$ cat src/hdl/adc_manchester_byte_decoder_top_assert.svh
// Assertion macros for the ADC Manchester byte decoder.
// Used by adc_manchester_byte_decoder_top; expects aclk and aresetn in scope.
`ifndef ADC_MANCHESTER_BYTE_DECODER_TOP_ASSERT_SVH
`define ADC_MANCHESTER_BYTE_DECODER_TOP_ASSERT_SVH

// Clocked check, disabled while reset is asserted
`define AMD_ASSERT(lbl, prop, msg) \
    lbl: assert property (@(posedge aclk) disable iff (!aresetn) (prop)) else $error(msg);

// Clocked check that also holds through reset
`define AMD_ASSERT_ALWAYS(lbl, prop, msg) \
    lbl: assert property (@(posedge aclk) (prop)) else $error(msg);

`endif

$ cat src/hdl/amd_pkg.sv
// Package for the ADC Manchester byte decoder: widths, reset values, register indexes.
// No dependencies.
`timescale 1ns / 1ps

package amd_pkg;

    // Field and register widths
    localparam int THRESHOLD_W = 12;
    localparam int SYMBOL_W    = 6;
    localparam int BYTE_W      = 8;
    localparam int BIT_CNT_W   = 3;
    localparam int CFG_IDX_W   = 8;
    localparam int CFG_DATA_W  = 12;

    // Default sample width
    localparam int SAMPLE_BITS_DEFAULT = 12;

    // Register reset values
    localparam logic [THRESHOLD_W-1:0] THRESHOLD_RESET = 12'd2049;
    localparam logic [SYMBOL_W-1:0]    SYMBOL_RESET    = 6'd6;

    // Bit count of the last bit in a byte
    localparam logic [BIT_CNT_W-1:0] BIT_CNT_LAST = 3'd7;

    // Configuration register indexes
    typedef enum logic [CFG_IDX_W-1:0] {
        CFG_LEVEL_THRESHOLD    = 8'd0,
        CFG_SAMPLES_PER_SYMBOL = 8'd1
    } cfg_index_t;

endpackage

$ cat src/hdl/adc_manchester_byte_decoder_top.sv
// ADC Manchester byte decoder, top level.
// Depends on amd_pkg and adc_manchester_byte_decoder_top_assert.svh.
`timescale 1ns / 1ps
`include "adc_manchester_byte_decoder_top_assert.svh"

// Decodes a Manchester line from a stream of ADC samples, one sample per transfer.
// Each sample and the one before it are compared strictly against level_threshold;
// a low-to-high crossing holds a 0 and a high-to-low crossing holds a 1. Every
// samples_per_symbol samples (0 acts as 1) the held bit shifts into a byte, MSB
// first, and every eighth bit a finished byte is offered on the m_ channel. The
// block takes one sample per clock while no unread byte blocks the result register: a
// sample lands in the input register, then the decode step updates the line state and
// loads the result register, so a byte is presented on m_valid once its last sample
// has passed the input register and the decode step. The flow stalls only while an unread
// byte blocks the result register. Configuration writes are accepted in any cycle and
// belong to idle periods.
module adc_manchester_byte_decoder_top
    import amd_pkg::*;
#(
    parameter int SAMPLE_BITS = SAMPLE_BITS_DEFAULT
) (
    input  logic                   aclk,
    input  logic                   aresetn,
    // sample channel
    input  logic                   s_valid,
    output logic                   s_ready,
    input  logic [SAMPLE_BITS-1:0] s_adc_sample,
    // byte channel
    output logic                   m_valid,
    input  logic                   m_ready,
    output logic [BYTE_W-1:0]      m_decoded_byte,
    // configuration write channel
    input  logic                   cfg_valid,
    output logic                   cfg_ready,
    input  logic [CFG_IDX_W-1:0]   cfg_index,
    input  logic [CFG_DATA_W-1:0]  cfg_data
);

    // Compare width covers both sample and threshold
    localparam int CMP_W = (SAMPLE_BITS > THRESHOLD_W) ? SAMPLE_BITS : THRESHOLD_W;

    // Configuration registers
    logic [THRESHOLD_W-1:0] threshold_reg;
    logic [SYMBOL_W-1:0]    sps_reg;

    // Input stage
    logic                   in_valid_reg;
    logic [SAMPLE_BITS-1:0] in_sample_reg;

    // Line state
    logic [SAMPLE_BITS-1:0] prev_sample_reg;
    logic                   held_bit_reg;
    logic [SYMBOL_W-1:0]    sample_cnt_reg;
    logic [BYTE_W-1:0]      shifter_reg;
    logic [BIT_CNT_W-1:0]   bit_cnt_reg;

    // Result stage
    logic                   out_valid_reg;
    logic [BYTE_W-1:0]      out_byte_reg;

    // Decode step signals
    logic                   advance;
    logic [CMP_W-1:0]       cur_ext;
    logic [CMP_W-1:0]       prev_ext;
    logic [CMP_W-1:0]       thr_ext;
    logic                   held_bit_next;
    logic [SYMBOL_W:0]      cnt_plus;
    logic                   sym_end;
    logic                   byte_done;
    logic                   byte_load;
    logic                   mid_symbol;
    logic                   in_stall;
    logic [BYTE_W-1:0]      shifter_shifted;
    logic [SYMBOL_W-1:0]    sample_cnt_next;
    logic [BYTE_W-1:0]      shifter_next;
    logic [BIT_CNT_W-1:0]   bit_cnt_next;

    // Handshakes
    assign advance   = in_valid_reg && (!out_valid_reg || m_ready);
    assign s_ready   = !in_valid_reg || advance;
    assign cfg_ready = 1'b1;
    assign in_stall  = in_valid_reg && !advance;

    assign m_valid        = out_valid_reg;
    assign m_decoded_byte = out_byte_reg;

    // Crossing detection against the threshold
    assign cur_ext  = CMP_W'(in_sample_reg);
    assign prev_ext = CMP_W'(prev_sample_reg);
    assign thr_ext  = CMP_W'(threshold_reg);

    always_comb begin
        held_bit_next = held_bit_reg;
        if (cur_ext > thr_ext && prev_ext < thr_ext) begin
            held_bit_next = 1'b0;
        end else if (cur_ext < thr_ext && prev_ext > thr_ext) begin
            held_bit_next = 1'b1;
        end
    end

    // Symbol and bit counting; a zero symbol length ends every symbol
    assign cnt_plus        = {1'b0, sample_cnt_reg} + (SYMBOL_W+1)'(1);
    assign sym_end         = (cnt_plus >= {1'b0, sps_reg});
    assign byte_done       = sym_end && (bit_cnt_reg == BIT_CNT_LAST);
    assign byte_load       = advance && byte_done;
    assign mid_symbol      = advance && !sym_end;
    assign shifter_shifted = {shifter_reg[BYTE_W-2:0], held_bit_next};

    always_comb begin
        sample_cnt_next = cnt_plus[SYMBOL_W-1:0];
        shifter_next    = shifter_reg;
        bit_cnt_next    = bit_cnt_reg;
        if (sym_end) begin
            sample_cnt_next = '0;
            if (byte_done) begin
                shifter_next = '0;
                bit_cnt_next = '0;
            end else begin
                shifter_next = shifter_shifted;
                bit_cnt_next = bit_cnt_reg + BIT_CNT_W'(1);
            end
        end
    end

    // Configuration writes; unknown indexes are dropped
    always_ff @(posedge aclk) begin
        if (!aresetn) begin
            threshold_reg <= THRESHOLD_RESET;
            sps_reg       <= SYMBOL_RESET;
        end else if (cfg_valid && cfg_ready) begin
            case (cfg_index)
                CFG_LEVEL_THRESHOLD: begin
                    threshold_reg <= cfg_data[THRESHOLD_W-1:0];
                end
                CFG_SAMPLES_PER_SYMBOL: begin
                    sps_reg <= cfg_data[SYMBOL_W-1:0];
                end
                default: begin
                end
            endcase
        end
    end

    // Input register
    always_ff @(posedge aclk) begin
        if (!aresetn) begin
            in_valid_reg <= 1'b0;
        end else if (s_ready) begin
            in_valid_reg <= s_valid;
        end
    end

    always_ff @(posedge aclk) begin
        if (s_valid && s_ready) begin
            in_sample_reg <= s_adc_sample;
        end
    end

    // Line state update, one sample per advance
    always_ff @(posedge aclk) begin
        if (!aresetn) begin
            prev_sample_reg <= '0;
            held_bit_reg    <= 1'b0;
            sample_cnt_reg  <= '0;
            shifter_reg     <= '0;
            bit_cnt_reg     <= '0;
        end else if (advance) begin
            prev_sample_reg <= in_sample_reg;
            held_bit_reg    <= held_bit_next;
            sample_cnt_reg  <= sample_cnt_next;
            shifter_reg     <= shifter_next;
            bit_cnt_reg     <= bit_cnt_next;
        end
    end

    // Result register
    always_ff @(posedge aclk) begin
        if (!aresetn) begin
            out_valid_reg <= 1'b0;
        end else if (advance) begin
            out_valid_reg <= byte_done;
        end else if (m_ready) begin
            out_valid_reg <= 1'b0;
        end
    end

    always_ff @(posedge aclk) begin
        if (byte_load) begin
            out_byte_reg <= shifter_shifted;
        end
    end

    // Checks
    `AMD_ASSERT(a_byte_from_done, $rose(out_valid_reg) |-> $past(byte_load), "byte without source")
    `AMD_ASSERT(a_byte_clear, byte_load |=> !(|{bit_cnt_reg, shifter_reg}), "byte not cleared")
    `AMD_ASSERT(a_bits_hold, mid_symbol |=> $stable({bit_cnt_reg, shifter_reg}), "bit moved early")
    `AMD_ASSERT(a_input_held, in_stall |=> $stable({in_valid_reg, in_sample_reg}), "sample lost")
    `AMD_ASSERT_ALWAYS(a_reset_idle, !aresetn |=> !(in_valid_reg || out_valid_reg), "not idle")

endmodule

$ cat config.mk
export PLATFORM = sky130hd
export DESIGN_NAME = adc_manchester_byte_decoder_top
export DESIGN_NICKNAME = d
export VERILOG_FILES = /design/src/hdl/amd_pkg.sv /design/src/hdl/adc_manchester_byte_decoder_top.sv
export VERILOG_INCLUDE_DIRS = /design/src /design/src/hdl
export SDC_FILE = /design/constraint.sdc
export NUM_CORES = 1
export LEC_CHECK = 0
export BUFFER_PORTS_ARGS = -buffer_cell sky130_fd_sc_hd__buf_2
export CORE_MARGIN = 2
export CORE_UTILIZATION = 53
export CTS_BUF_LIST = sky130_fd_sc_hd__clkbuf_8
export DETAILED_ROUTE_END_ITERATION = 7
export PLACE_DENSITY = 0.81
export SLEW_MARGIN = 20
export SYNTH_ARGS = -nofsm -noshare
export SYNTH_HDL_FRONTEND = slang
export SYNTH_SLANG_ARGS = --single-unit
export TNS_END_PERCENT = 10
$ cat constraint.sdc
create_clock -name aclk -period 2.3 [get_ports aclk]
set_input_delay 0.115 -clock aclk [delete_from_list [all_inputs] [get_ports aclk]]
set_output_delay 0.115 -clock aclk [all_outputs]
set_load 0.1 [all_outputs]
Yosys cells after proc, flatten, opt, wreduce, memory -nomap -nowiden. Index checks and enable logic that the tools add are counted.

Input port bits: 37. Bits in registers: 69. Word-level logic and storage cells: 42. Output and inout bits: 11.

Reduce and logical (&&, ||, !) cells: 15. Eq/ne operators: 2. Order comparisons: 5. Mux-type cells: 7. Add/sub/neg operators: 2.

Operators by type and width (count): 12-bit greater-than comparator (2); 12-bit less-than comparator (2); 8-bit by 1-bit == test with 1-bit output (second input constant) (1); 8-bit logical NOT (1); 6-bit by 1-bit adder with 7-bit output (second input constant) (1); 7-bit by 6-bit greater-or-equal comparator with 1-bit output (1); 7-bit 2-to-1 mux (1); 1-bit logical AND (6); 6-bit 2-to-1 mux (1); 2-bit AND reduction (3); 1-bit 2-to-1 mux (4); 3-bit by 1-bit adder with 3-bit output (second input constant) (1); 3-bit == test (second input constant) (1); 3-bit 2-to-1 mux (1); 1-bit logical NOT (2); 1-bit logical OR (2); 2-bit nonzero test (1).

Longest topological paths before layout.
Word-level depth: 5. Gate-level depth with buffers: 9. Gate-level depth less buffers: 9.

Worst setup path before layout. Ideal clock, no wire load.

Kind: flip-flop to flip-flop. Start: register out_valid_reg (netlist: m_valid). End: register in_sample_reg[0] (netlist: cur_ext[0]), enable pin. Buffers on the path: 0. Data arrival time: 2.583 ns. Data required time: 1.999 ns. Setup slack: -0.584 ns. Setup time: 0.301 ns. Clock period less this slack: 2.884 ns. Stages on the path, launching flop included: 3. Cells stage by stage: dfxtp_1 > nand3b_1 > and2_1.

Longest elaborated chain between the ends: 5.

Ends and longest elaborated chain: start, declared (RTL line adc_manchester_byte_decoder_top.sv:58) `logic out_valid_reg;`; start signal, assigned (RTL line adc_manchester_byte_decoder_top.sv:181) `out_valid_reg <= byte_done;`; 1-bit logical NOT (RTL line adc_manchester_byte_decoder_top.sv:79) `assign advance = in_valid_reg && (!out_valid_reg || m_ready);`; 1-bit logical OR (RTL line adc_manchester_byte_decoder_top.sv:79); 1-bit logical AND (RTL line adc_manchester_byte_decoder_top.sv:79); 1-bit logical OR (RTL line adc_manchester_byte_decoder_top.sv:80) `assign s_ready = !in_valid_reg || advance;`; net s_ready (RTL line adc_manchester_byte_decoder_top.sv:26) `output logic s_ready,`; 1-bit logical AND (RTL line adc_manchester_byte_decoder_top.sv:154) `if (s_valid && s_ready) begin`; end signal, assigned (RTL line adc_manchester_byte_decoder_top.sv:155) `in_sample_reg <= s_adc_sample;`; end, declared (RTL line adc_manchester_byte_decoder_top.sv:48) `logic [SAMPLE_BITS-1:0] in_sample_reg;`.

The timed path passes the listed nets, and every way through them passes these cells. A chain may end at the register's enable or synchronous reset.

Final worst setup path.
Start: register sample_cnt_reg[0]. End: register shifter_reg[6].

Longest elaborated chain between the ends: 4. Elaborated cells between the ends (all ways): 5. Those cells by class: add/sub: 1; order compare: 1; mux: 1; reduce/logical: 2.

Ends and longest elaborated chain: start, declared (RTL line adc_manchester_byte_decoder_top.sv:53) `logic [SYMBOL_W-1:0] sample_cnt_reg;`; start signal, assigned (RTL line adc_manchester_byte_decoder_top.sv:170) `sample_cnt_reg <= sample_cnt_next;`; 6-bit by 1-bit adder with 7-bit output * (RTL line adc_manchester_byte_decoder_top.sv:102) `assign cnt_plus = {1'b0, sample_cnt_reg} + (SYMBOL_W+1)'(1);`; 7-bit by 6-bit greater-or-equal comparator with 1-bit output * (RTL line adc_manchester_byte_decoder_top.sv:103) `assign sym_end = (cnt_plus >= {1'b0, sps_reg});`; 1-bit logical AND (RTL line adc_manchester_byte_decoder_top.sv:104) `assign byte_done = sym_end && (bit_cnt_reg == BIT_CNT_LAST);`; 7-bit 2-to-1 mux (RTL line adc_manchester_byte_decoder_top.sv:115) `if (byte_done) begin`; end signal, assigned (RTL line adc_manchester_byte_decoder_top.sv:171) `shifter_reg <= shifter_next;`; end, declared (RTL line adc_manchester_byte_decoder_top.sv:54) `logic [BYTE_W-1:0] shifter_reg;`.

Every way passes the cells marked *; elsewhere a longest branch is shown, timed or not.

==> flow_summary.ini <==
[status]
outcome = completed

[pwr]
p_total_mw = 2.598
p_int_mw = 1.994
powerDensity_mw_per_mm2 = 639.5
switching_share = 0.2325
p_sw_mw = 0.6040
ir_drop_mv = 0.5728
pwr-share-comb = 0.086
power.share.sequential = 0.501
power.leakage_nw = 1.689
pwr-share-clk = 0.413

[yosys]
synthTopCellsByCount = 49 x dfxtp_1, 41 x nand2_1, 33 x ha_1
ys.flop_type = dfxtp_1
netlist_instances = 309
yosys_warnings = 0
ys_async_sr_fraction = 0
synth_top_family_by_area = simple AND/OR/NAND/NOR gates
synth_seq_area_share = 0.4959
syn_area_mm2 = 0.003189
ys_seq_elements = 69
yosys.area_share.simple = 0.1428
syn_avg_cell_area_um2 = 10.32
synthAdderAreaFrac = 0.1295
muxShareOfSynthArea = 0.05963
synthTopCellsByArea = dfxtp_1 31%, edfxtp_1 19%, ha_1 13%
synthMostInstantiatedCell = dfxtp_1
syn_nets = 379
synth_top_area_cell = dfxtp_1
synth_top_area_frac = 0.3076
yosys.area_share.xor_xnor = 0.01373
synth_edf_count = 20
synth_compound_area_frac = 0.1149
ys_types = 42

[timing]
fmax_mhz = 448.4
finalCriticalPeriod_ns = 2.230
hold_ws_ns = 0.01358
rsz0062_at_grt = yes
fin_worst_skew_ns = 0.006572
slew_violations = 0
period_share = 0.9696
setup_viol_count_final = 0
hold_viol = 0
finalWorstSetupSlack_ns = 0.06990
relSlewSlack = 0.6661
tightest_slew_ns = 0.5004
fin_setup_tns_ns = 0

[min_path]
hp-start = cfg_data[3]
hold_class = primary input to register
whs_path_depth = 3
min_to = sps_reg[3]

[final_layout]
regArea_mm2 = 0.001588
postLayoutCellArea_mm2 = 0.004063
drive_gt1_frac = 0.2360
area_delta_synth_final_pct = 27.38
nets = 459
stdcell_count = 469
n_antenna_cell = 0
n_fill_cell = 406
fin_util = 0.6944
multi_input_area_mm2 = 0.001554

[routing]
route.detailed.drc = 0
drt-initial-drc-count = 101
finalWirelength_um = 6579
first_pass_iters = 4
viasPerCell = 5.264
wl_per_cell_um = 14.03
vias = 2469
detail-route-antenna-nets = 0

[floorplanning]
initial_utilization = 0.5451
std_cell_rows = 28
ioPinCount = 48
die_w_um = 81.57
core-area_mm2 = 0.005851
die_y_um = 81.57
die_area_mm2 = 0.006654

[cts]
cts_tree = yes
cts-htree-levels = 3
clk_latency_ns = 0.35
clk_pin_slew_worst_paths_ns = 0.08
ctsLongestPathBuffers = 2
cts_sinks = 69
cts_made_buffers = 9
cts_root_buf = clkbuf_8

[grt]
grt_pass1_wl_um = 10930
grt_pass1_vias = 2483
gr-usage-all-layers = 0.2184
grt-ovfl-total = 0
grt_max_degree = 20
antenna_found_initial = 0

[critical_path]
crit_fanout = 8
r2r_slack_ns = 0.07
r2r-end = shifter_reg[6]
crit_type = register to register
required_ns = 2.55
worstSetupEndpointType = register
max_stage_delay_ns = 0.34
cp-start-kind = register
rr_worst_depth = 9
slowest_stage = dfxtp_2
crit_chain = ha_4, and3_4, xor2_2, ha_1, a21o_1, a31oi_4, o22ai_4, nor3b_4, a22o_1
r2r-start = sample_cnt_reg[0]
worstPathArrival_ns = 2.48

[placement]
post-place-ws_ns = -0.06767
dpl.hpwl_um = 4411
portBuffers = 46
numPlacedInstances = 430
placedInstanceArea_mm2 = 0.003542
globalplace.congestion = 0.8660

[run]
maxCapViolCount = 0
## worst max path at each step
| stage | startpoint | endpoint | cells after the start |
|---|---|---|---|
| floorplan | sample_cnt_reg[0] | m_decoded_byte[0] | 9 |
| global placement | sample_cnt_reg[1] | m_decoded_byte[5] | 9 |
| detailed placement | sample_cnt_reg[1] | m_decoded_byte[4] | 9 |
| CTS | sample_cnt_reg[1] | bit_cnt_reg[2] | 9 |
| global route | sample_cnt_reg[1] | shifter_reg[6] | 9 |
| finish | sample_cnt_reg[0] | shifter_reg[6] | 9 |
## power by group through the flow
stage / Combinational (mW) / Clock [mW] / Sequential [mW]
after global placement: 0.181 / 0 / 1.33
after detailed placement: 0.186 / 0 / 1.33
after global routing: 0.252 / 1.14 / 1.31
after CTS: 0.215 / 1.09 / 1.30
final: 0.223 / 1.07 / 1.30
after floorplan: 0.119 / 0 / 1.32
## cell type report
| type | count | area share |
|---|---|---|
| clock inverters | 7 | 0.02217 |
| inverters | 24 | 0.02217 |
| multi-input cells | 207 | 0.3825 |
| well taps | 75 | 0.02310 |
| repair buffers | 78 | 0.1287 |
| clock buffers | 9 | 0.03049 |
| flip-flops and latches | 69 | 0.3908 |
## layer usage
layer,wire length [µm],global-route usage,vias to the layer above
met1,2863,0.2486,1151
met2,3325,0.3861,58
met3,226,0.04176,13
met4,164,0.1167,0
met5,0,0,-
li1,-,-,1247
## timing repair
action	4_1_cts	5_1_grt
setup endpoints to repair	16	25
hold buffers	21	0
gates resized for setup	2	12
pin swaps	0	7
setup buffers	0	2
hold endpoints to repair	22	0
## cell families after synthesis
kind of cell / Yosys count
xor+xnor: 5
simple gates: 95
flops: 69
fa+ha+maj: 33
compound gates: 54
other cells: 1
buf+inv: 33
mux: 19
## critical path: cells and delay by family (launching register included)
family                     cells  cell delay (ns)
AOI/OAI and AO/OA              4             0.75
xor gates and xnor gates       1             0.15
adders and majority gates      2             0.49
DFF                            1             0.34
and+or+nand+nor                2             0.39
## layout by cell type (no fill, tap or decap), types with 4 or more instances in the layout
cell type and count:
ha_1 30, nand2_1 41, edfxtp_1 20, a21oi_1 27, inv_1 23, nor2_1 20, buf_2 46, a22o_1 8
nand3_1 5, nand4_1 6, dfxtp_1 46, clkbuf_8 9, dlygate4sd3_1 21, buf_4 11, mux2i_1 19, nand2b_1 4
Power figures use the tool's default switching activity.
